## src/rtl/wis_pkg.sv

```systemverilog
`default_nettype none

package wis_pkg;

  localparam int SECS_W   = 22;
  localparam int DELAY_W  = 17;
  localparam int PERIOD_W = 16;
  localparam int HOUR_W   = 5;
  localparam int MINUTE_W = 6;
  localparam int WINLEN_W = 11;
  localparam int SEED_W   = 16;
  localparam int CFG_W    = 16;
  localparam int CFG_IDX_W = 3;
  localparam int ALU_W    = SECS_W + 1;
  localparam int SEED_IDX_W = $clog2(SEED_W);

  // request codes
  localparam logic REQ_TICK = 1'b0;
  localparam logic REQ_ARM  = 1'b1;

  // register indexes
  localparam logic [CFG_IDX_W-1:0] REG_SAMPLE_PERIOD = 3'd0;
  localparam logic [CFG_IDX_W-1:0] REG_REPORT_PERIOD = 3'd1;
  localparam logic [CFG_IDX_W-1:0] REG_WIN_HOUR      = 3'd2;
  localparam logic [CFG_IDX_W-1:0] REG_WIN_MINUTE    = 3'd3;
  localparam logic [CFG_IDX_W-1:0] REG_WIN_LENGTH    = 3'd4;
  localparam logic [CFG_IDX_W-1:0] REG_SPREAD_SEED   = 3'd5;

  typedef struct packed {
    logic                req_type;
    logic [HOUR_W-1:0]   clock_hour;
    logic [MINUTE_W-1:0] clock_minute;
  } req_t;

  typedef struct packed {
    logic sample_wake;
    logic report_wake;
    logic window_armed;
  } rsp_t;

  typedef struct packed {
    logic [PERIOD_W-1:0] sample_period_min;
    logic [PERIOD_W-1:0] report_period_min;
    logic [HOUR_W-1:0]   window_start_hour;
    logic [MINUTE_W-1:0] window_start_minute;
    logic [WINLEN_W-1:0] window_length_min;
    logic [SEED_W-1:0]   spread_seed;
  } cfg_t;

  typedef struct packed {
    logic             ge;
    logic [ALU_W-1:0] diff;
  } alu_res_t;

  // minutes to seconds: x*64 - x*4
  function automatic logic [SECS_W-1:0] to_seconds(input logic [PERIOD_W-1:0] minutes);
    logic [SECS_W-1:0] x;
    x = {{(SECS_W-PERIOD_W){1'b0}}, minutes};
    return (x << 6) - (x << 2);
  endfunction

endpackage

`default_nettype wire

```

## src/rtl/wis_alu.sv

```systemverilog
`default_nettype none

module wis_alu
  import wis_pkg::*;
(
  input  wire logic [ALU_W-1:0] a,
  input  wire logic [ALU_W-1:0] b,
  output alu_res_t              res
);

  logic [ALU_W:0] wide;

  // one subtractor, borrow out gives the compare
  assign wide     = {1'b0, a} - {1'b0, b};
  assign res.diff = wide[ALU_W-1:0];
  assign res.ge   = ~wide[ALU_W];

endmodule

`default_nettype wire

```

## src/rtl/wis_core.sv

```systemverilog
`default_nettype none

module wis_core
  import wis_pkg::*;
(
  input  wire logic clk,
  input  wire logic rst,
  input  wire cfg_t cfg,
  input  wire logic req_valid,
  output logic      req_ready,
  input  wire req_t req_data,
  output logic      rsp_valid,
  input  wire logic rsp_ready,
  output rsp_t      rsp_data
);

  typedef enum logic [5:0] {
    S_IDLE   = 6'b000001,
    S_SAMPLE = 6'b000010,
    S_REPORT = 6'b000100,
    S_DRAW   = 6'b001000,
    S_DELAY  = 6'b010000,
    S_DONE   = 6'b100000
  } state_t;

  state_t state;

  logic [SECS_W-1:0]     sample_seconds;
  logic [SECS_W-1:0]     report_seconds;
  logic [DELAY_W-1:0]    delay_target;
  logic [DELAY_W-1:0]    delay_seconds;
  logic                  armed_flag;

  req_t                  hold;
  logic [DELAY_W-1:0]    rem;
  logic [SEED_IDX_W-1:0] bit_idx;
  logic                  s_wake;
  logic                  r_wake;

  logic [SECS_W-1:0]     sample_inc;
  logic [SECS_W-1:0]     report_inc;
  logic [DELAY_W-1:0]    delay_inc;
  logic [SECS_W-1:0]     sample_limit;
  logic [SECS_W-1:0]     report_limit;
  logic [SECS_W-1:0]     span_full;
  logic [DELAY_W-1:0]    span;
  logic [DELAY_W:0]      partial;
  logic [DELAY_W-1:0]    rem_next;
  logic                  win_match;

  logic [ALU_W-1:0]      alu_a;
  logic [ALU_W-1:0]      alu_b;
  alu_res_t              alu;

  assign sample_inc   = sample_seconds + SECS_W'(1);
  assign report_inc   = report_seconds + SECS_W'(1);
  assign delay_inc    = delay_seconds + DELAY_W'(1);
  assign sample_limit = to_seconds(cfg.sample_period_min);
  assign report_limit = to_seconds(cfg.report_period_min);
  assign span_full    = to_seconds({{(PERIOD_W-WINLEN_W){1'b0}}, cfg.window_length_min});
  assign span         = span_full[DELAY_W-1:0];
  assign partial      = {rem, cfg.spread_seed[bit_idx]};
  assign rem_next     = alu.ge ? alu.diff[DELAY_W-1:0] : partial[DELAY_W-1:0];
  assign win_match    = (hold.clock_hour == cfg.window_start_hour) &&
                        (hold.clock_minute == cfg.window_start_minute);

  assign req_ready = (state == S_IDLE);

  // operand select for the shared subtractor
  always_comb begin
    alu_a = '0;
    alu_b = '0;
    case (state)
      S_SAMPLE: begin
        alu_a = {1'b0, sample_inc};
        alu_b = {1'b0, sample_limit};
      end
      S_REPORT: begin
        alu_a = {1'b0, report_inc};
        alu_b = {1'b0, report_limit};
      end
      S_DRAW: begin
        alu_a = {{(ALU_W-DELAY_W-1){1'b0}}, partial};
        alu_b = {{(ALU_W-DELAY_W){1'b0}}, span};
      end
      S_DELAY: begin
        alu_a = {{(ALU_W-DELAY_W){1'b0}}, delay_inc};
        alu_b = {{(ALU_W-DELAY_W){1'b0}}, delay_target};
      end
      default: begin
        alu_a = '0;
        alu_b = '0;
      end
    endcase
  end

  wis_alu u_alu (
    .a   (alu_a),
    .b   (alu_b),
    .res (alu)
  );

  always_ff @(posedge clk) begin
    if (rst) begin
      state          <= S_IDLE;
      rsp_valid      <= 1'b0;
      sample_seconds <= '0;
      report_seconds <= '0;
      delay_target   <= '0;
      delay_seconds  <= '0;
      armed_flag     <= 1'b0;
    end else begin
      if (rsp_ready && state != S_DONE) begin
        rsp_valid <= 1'b0;
      end
      case (state)
        S_IDLE: begin
          if (req_valid) begin
            hold   <= req_data;
            s_wake <= 1'b0;
            r_wake <= 1'b0;
            if (req_data.req_type == REQ_ARM) begin
              armed_flag <= 1'b1;
              state      <= S_DONE;
            end else begin
              state <= S_SAMPLE;
            end
          end
        end
        S_SAMPLE: begin
          if (cfg.sample_period_min != '0) begin
            if (alu.ge) begin
              sample_seconds <= '0;
              s_wake         <= 1'b1;
            end else begin
              sample_seconds <= sample_inc;
            end
          end
          if (!armed_flag) begin
            state <= S_REPORT;
          end else if (delay_target == '0) begin
            if (win_match && span == '0) begin
              delay_target <= DELAY_W'(1);
              state        <= S_DONE;
            end else if (win_match) begin
              rem     <= '0;
              bit_idx <= SEED_IDX_W'(SEED_W - 1);
              state   <= S_DRAW;
            end else begin
              state <= S_DONE;
            end
          end else begin
            state <= S_DELAY;
          end
        end
        S_REPORT: begin
          if (cfg.report_period_min != '0) begin
            if (alu.ge) begin
              report_seconds <= '0;
              r_wake         <= 1'b1;
            end else begin
              report_seconds <= report_inc;
            end
          end
          state <= S_DONE;
        end
        S_DRAW: begin
          // restoring remainder, one seed bit a cycle, msb first
          rem <= rem_next;
          if (bit_idx == '0) begin
            delay_target <= rem_next + DELAY_W'(1);
            state        <= S_DONE;
          end else begin
            bit_idx <= bit_idx - SEED_IDX_W'(1);
          end
        end
        S_DELAY: begin
          if (alu.ge) begin
            armed_flag     <= 1'b0;
            delay_target   <= '0;
            delay_seconds  <= '0;
            report_seconds <= '0;
            r_wake         <= 1'b1;
          end else begin
            delay_seconds <= delay_inc;
          end
          state <= S_DONE;
        end
        S_DONE: begin
          if (!rsp_valid || rsp_ready) begin
            rsp_valid             <= 1'b1;
            rsp_data.sample_wake  <= s_wake;
            rsp_data.report_wake  <= r_wake;
            rsp_data.window_armed <= armed_flag;
            state                 <= S_IDLE;
          end
        end
        default: begin
          state <= S_IDLE;
        end
      endcase
    end
  end

  a_target_needs_arm: assert property (@(posedge clk) disable iff (rst)
    !armed_flag |-> delay_target == '0)
    else $error("delay target drawn while no window armed");

  a_idle_delay_clear: assert property (@(posedge clk) disable iff (rst)
    delay_target == '0 |-> delay_seconds == '0)
    else $error("delay count running with no target");

  a_delay_below_target: assert property (@(posedge clk) disable iff (rst)
    delay_target != '0 |-> delay_seconds < delay_target)
    else $error("delay count passed its target");

  a_draw_nonzero_span: assert property (@(posedge clk) disable iff (rst)
    state == S_DRAW |-> span != '0)
    else $error("remainder sweep with empty window");

endmodule

`default_nettype wire

```

## src/rtl/wake_interval_scheduler.sv

```systemverilog
`default_nettype none

// wake interval scheduler: each req beat is either a one-second tick or a
// request to arm the discrete report window; each one yields exactly one rsp
// beat with sample_wake, report_wake and window_armed. an arm beat goes
// straight to S_DONE; a tick passes S_SAMPLE, then as needed one of
// S_REPORT, S_DELAY or S_DRAW, then S_DONE. S_DRAW is the bit-a-cycle
// remainder (spread_seed mod window_length_min*60) run on the single
// shared subtractor, which also does every period and delay compare.
// rsp_valid rises as S_DONE loads the rsp register and req_ready comes
// back at that same edge, so one beat is worked at a time. req_ready
// is low while an item is being worked on; a finished result sits in the rsp
// register so the next beat can be taken before it drains, and a second
// finished result waits until the first is taken. registers are written
// through cfg_we/cfg_index/cfg_data and should only change while the block
// is idle.
module wake_interval_scheduler
  import wis_pkg::*;
(
  input  wire logic                 clk,
  input  wire logic                 rst,
  input  wire logic                 cfg_we,
  input  wire logic [CFG_IDX_W-1:0] cfg_index,
  input  wire logic [CFG_W-1:0]     cfg_data,
  input  wire logic                 req_valid,
  output logic                      req_ready,
  input  wire req_t                 req_data,
  output logic                      rsp_valid,
  input  wire logic                 rsp_ready,
  output rsp_t                      rsp_data
);

  // register file, all zero after reset
  cfg_t cfg;

  always_ff @(posedge clk) begin
    if (rst) begin
      cfg <= '0;
    end else if (cfg_we) begin
      case (cfg_index)
        REG_SAMPLE_PERIOD: cfg.sample_period_min   <= cfg_data[PERIOD_W-1:0];
        REG_REPORT_PERIOD: cfg.report_period_min   <= cfg_data[PERIOD_W-1:0];
        REG_WIN_HOUR:      cfg.window_start_hour   <= cfg_data[HOUR_W-1:0];
        REG_WIN_MINUTE:    cfg.window_start_minute <= cfg_data[MINUTE_W-1:0];
        REG_WIN_LENGTH:    cfg.window_length_min   <= cfg_data[WINLEN_W-1:0];
        REG_SPREAD_SEED:   cfg.spread_seed         <= cfg_data[SEED_W-1:0];
        // unmapped indexes are dropped
        default: begin
        end
      endcase
    end
  end

  // sequencer, counters and the shared subtractor
  wis_core u_core (
    .clk       (clk),
    .rst       (rst),
    .cfg       (cfg),
    .req_valid (req_valid),
    .req_ready (req_ready),
    .req_data  (req_data),
    .rsp_valid (rsp_valid),
    .rsp_ready (rsp_ready),
    .rsp_data  (rsp_data)
  );

endmodule

`default_nettype wire

```

## config.mk

```make
export PLATFORM = sky130hd
export DESIGN_NAME = wake_interval_scheduler
export DESIGN_NICKNAME = d
export VERILOG_FILES = /design/src/rtl/wis_pkg.sv /design/src/rtl/wis_alu.sv /design/src/rtl/wis_core.sv /design/src/rtl/wake_interval_scheduler.sv
export SDC_FILE = /design/constraint.sdc
export NUM_CORES = 1
export LEC_CHECK = 0
export BUFFER_PORTS_ARGS = -buffer_cell sky130_fd_sc_hd__buf_4
export CAP_MARGIN = 20
export CORE_ASPECT_RATIO = 1.25
export CORE_MARGIN = 2
export CORE_UTILIZATION = 65
export CTS_BUF_LIST = sky130_fd_sc_hd__clkbuf_2
export CTS_CLUSTER_DIAMETER = 40
export CTS_CLUSTER_SIZE = 10
export DETAILED_ROUTE_END_ITERATION = 8
export PLACE_DENSITY_LB_ADDON = 0.08
export SYNTH_ARGS = -nofsm -noshare
export SYNTH_HDL_FRONTEND = slang
export SYNTH_HIERARCHICAL = 1
export SYNTH_SLANG_ARGS = --single-unit
```

## constraint.sdc

```tcl
create_clock -name clk -period 6.7 [get_ports clk]
set_clock_uncertainty 0.1 [all_clocks]
set_input_delay 1.005 -clock clk [delete_from_list [all_inputs] [get_ports clk]]
set_output_delay 1.005 -clock clk [all_outputs]
set_load 0.05 [all_outputs]
```

==> flow_metrics.tcl <==
set metrics [dict create \
    grt_overflow 0 \
    die_y_um 165 \
    numPortBuffers 40 \
    vias_per_cell 6.50 \
    grt_max_degree 73 \
    cts_made_buffers 17 \
    hold_class "input pin to flip-flop" \
    drt_iter0_markers 1112 \
    max_stage_delay_ps 690 \
    cts_setup_buffers 0 \
    worstSetupStartpointType "flip-flop" \
    syn_inst 1597 \
    drc_errors 0 \
    critPathRequiredTime_ps 7350 \
    rows 59 \
    final_max_slew_viol_count 0 \
    htreeDepth 4 \
    fin_crit_sh_pct 93.6 \
    power_density_nw_per_um2 161 \
    final_cell_mix "dfxtp_1 (156), nor2_1 (129), nand2b_1 (101)" \
    grt_usage_pct 34.5 \
    nets 1688 \
    start_util_pct 65.5 \
    critPathMaxFanout 71 \
    instances_no_fill 1877 \
    r2r_start "u_core/state[5]" \
    cts_tree "yes" \
    antenna_found_initial 1 \
    irDropWorstVdd_v 0.000135 \
    vias 12200 \
    wl_um 38600 \
    crit_slowest_cell "or3b_1" \
    met3WireLength_um 1960 \
    reg2reg_to "u_core/delay_target[16]" \
    netlist_area_sq_um 13500 \
    hold_viol_final 0 \
    drive_gt1_share_pct 8.61 \
    gp_congestion 0.985 \
    routed.top_layer "met4" \
    r2r_setup_slack_ps 430 \
    wl_met1_um 15000 \
    setup_viol 0 \
    worstMarginPinSlew_ps 1120 \
    io_pins 41 \
    grt_pass1_wl_um 59700 \
    rsz0062_at_grt "false" \
    drtAntennaViolNets 0 \
    cp_cell_sequence "or4_1, or3b_1, inv_6, a22oi_1, o221ai_1, inv_1, ha_1, o21ai_1, a21oi_2, o311ai_2, o21ai_2, nand4_1, o211a_1, o21ai_4, buf_12, nand3_1, a21boi_0, nor2b_1, nand2_1, nor4_1, xnor2_1, o211ai_1, o21ai_0" \
    min_from "req_data[11]" \
    mostFrequentLayoutCell "dfxtp_1" \
    grt_pass1_vias 11600 \
    cp-end-kind "flip-flop" \
    path_clk_slew_ps 300 \
    dieArea_sq_um 22000 \
    min_path_cells 2 \
    fin_setup_tns_ps 0 \
    drtPass1Iterations 6 \
    r2r.worst_path.cells 23 \
    cellLeakagePower_nw 5.55 \
    period_minus_slack_ps 6270 \
    drv_cap 0 \
    clk_latency_ps 820 \
    fmax_mhz 160 \
    core_sq_um 20700 \
    dp_cells 1843 \
    wl_per_cell_um 20.6 \
    crit_type "flip-flop to flip-flop" \
    dr_wl_met2_um 19400 \
    outcome "complete, no violations" \
    hpwl_um 28600 \
    syn2layout_area_growth_pct 5.16 \
    clk_root_buffer_cell "clkbuf_2" \
    yosysWarningCount 6 \
    postSynthAreaPerCell_sq_um 8.48 \
    fp.dieW_um 133 \
    cp.arrival_ps 6920 \
    clock_path_buffers 2 \
    fillCellCount 1838 \
    cts_sinks 193 \
    maxSlewHeadroom_pct 24.8 \
    whs_endpoint "u_core/state[1]" \
]
power by group:
part	switching, mW	internal (mW)	leakage [nW]
clock	0.472	0.123	0.147
sequential	0.0182	1.20	1.60
combinational	0.279	0.195	3.80
total	0.769	1.52	5.55
worst max-delay path, delay by kind of cell (launching register included):
family / cells / cell delay (ps)
buffers and inverters: 3 / 760
AND/OR/NAND/NOR: 7 / 2280
flip-flops: 1 / 420
adder cells (fa/ha/maj): 1 / 360
XOR/XNOR: 1 / 160
AO/OA/AOI/OAI: 11 / 2010
what timing repair did:
item,in CTS,in global routing
endpoints found under the setup margin,0,2
hold buffers,0,0
resized for setup,0,1
layout make-up:
| class | count | area (sq um) | area share [%] |
|---|---|---|---|
| Sequential cell | 193 | 4230 | 29.7 |
| Antenna cell | 1 | 2.50 | 0.0176 |
| Clock inverter | 14 | 143 | 1.00 |
| Tap cell | 274 | 343 | 2.41 |
| Multi-Input combinational cell | 1230 | 8620 | 60.5 |
| Inverter | 88 | 335 | 2.35 |
| Clock buffer | 18 | 90.1 | 0.632 |
| Timing Repair Buffer | 59 | 475 | 3.34 |
stage by stage:
step / cell area [sq um] / hold WS [ps] / setup WS [ps] / utilization (%) / power [mW]
finish: 14200 / 226 / 430 / 68.9 / 2.29
global route: 14200 / 154 / 49.3 / 68.9 / 2.39
CTS: 14200 / 186 / 552 / 68.8 / 2.29
detailed placement: 14000 / 353 / 662 / 67.7 / 1.70
global placement: 14000 / 335 / 756 / 67.7 / 1.70
floorplan: 13500 / 300 / 1050 / - / 1.58
how the worst max path moves through the flow:
stage / start / endpoint / slack, ps / cells past startpoint
6_report: u_core/state[5] / u_core/delay_target[16] / 430 / 23
5_1_grt: cfg[18] / u_core/delay_target[16] / 50 / 25
3_3_place_gp: u_core/state[5] / u_core/delay_target[16] / 760 / 24
3_5_place_dp: u_core/state[5] / u_core/delay_target[16] / 660 / 24
4_1_cts: u_core/state[5] / u_core/delay_target[16] / 550 / 24
2_1_floorplan: u_core/state[5] / u_core/delay_target[16] / 1050 / 25
sequential cells by signal, summed over array words and instances, names as in the netlist:
signal and count:
u_core/hold 11, u_core/s_wake 1, u_core/rsp_valid 1, u_core/sample_seconds 22, u_core/state 6, u_core/delay_seconds 17, u_core/report_seconds 22, u_core/rem 17
u_core/bit_idx 4, u_core/rsp_data 3, u_core/delay_target 17, cfg 70, u_core/armed_flag 1, u_core/r_wake 1
routing by layer:
layer,track usage [%],vias up
met1,38.0,5847
met3,4.82,136
met5,0,-
met4,19.9,0
li1,-,5770
met2,63.7,445
Power figures use the tool's default switching activity.
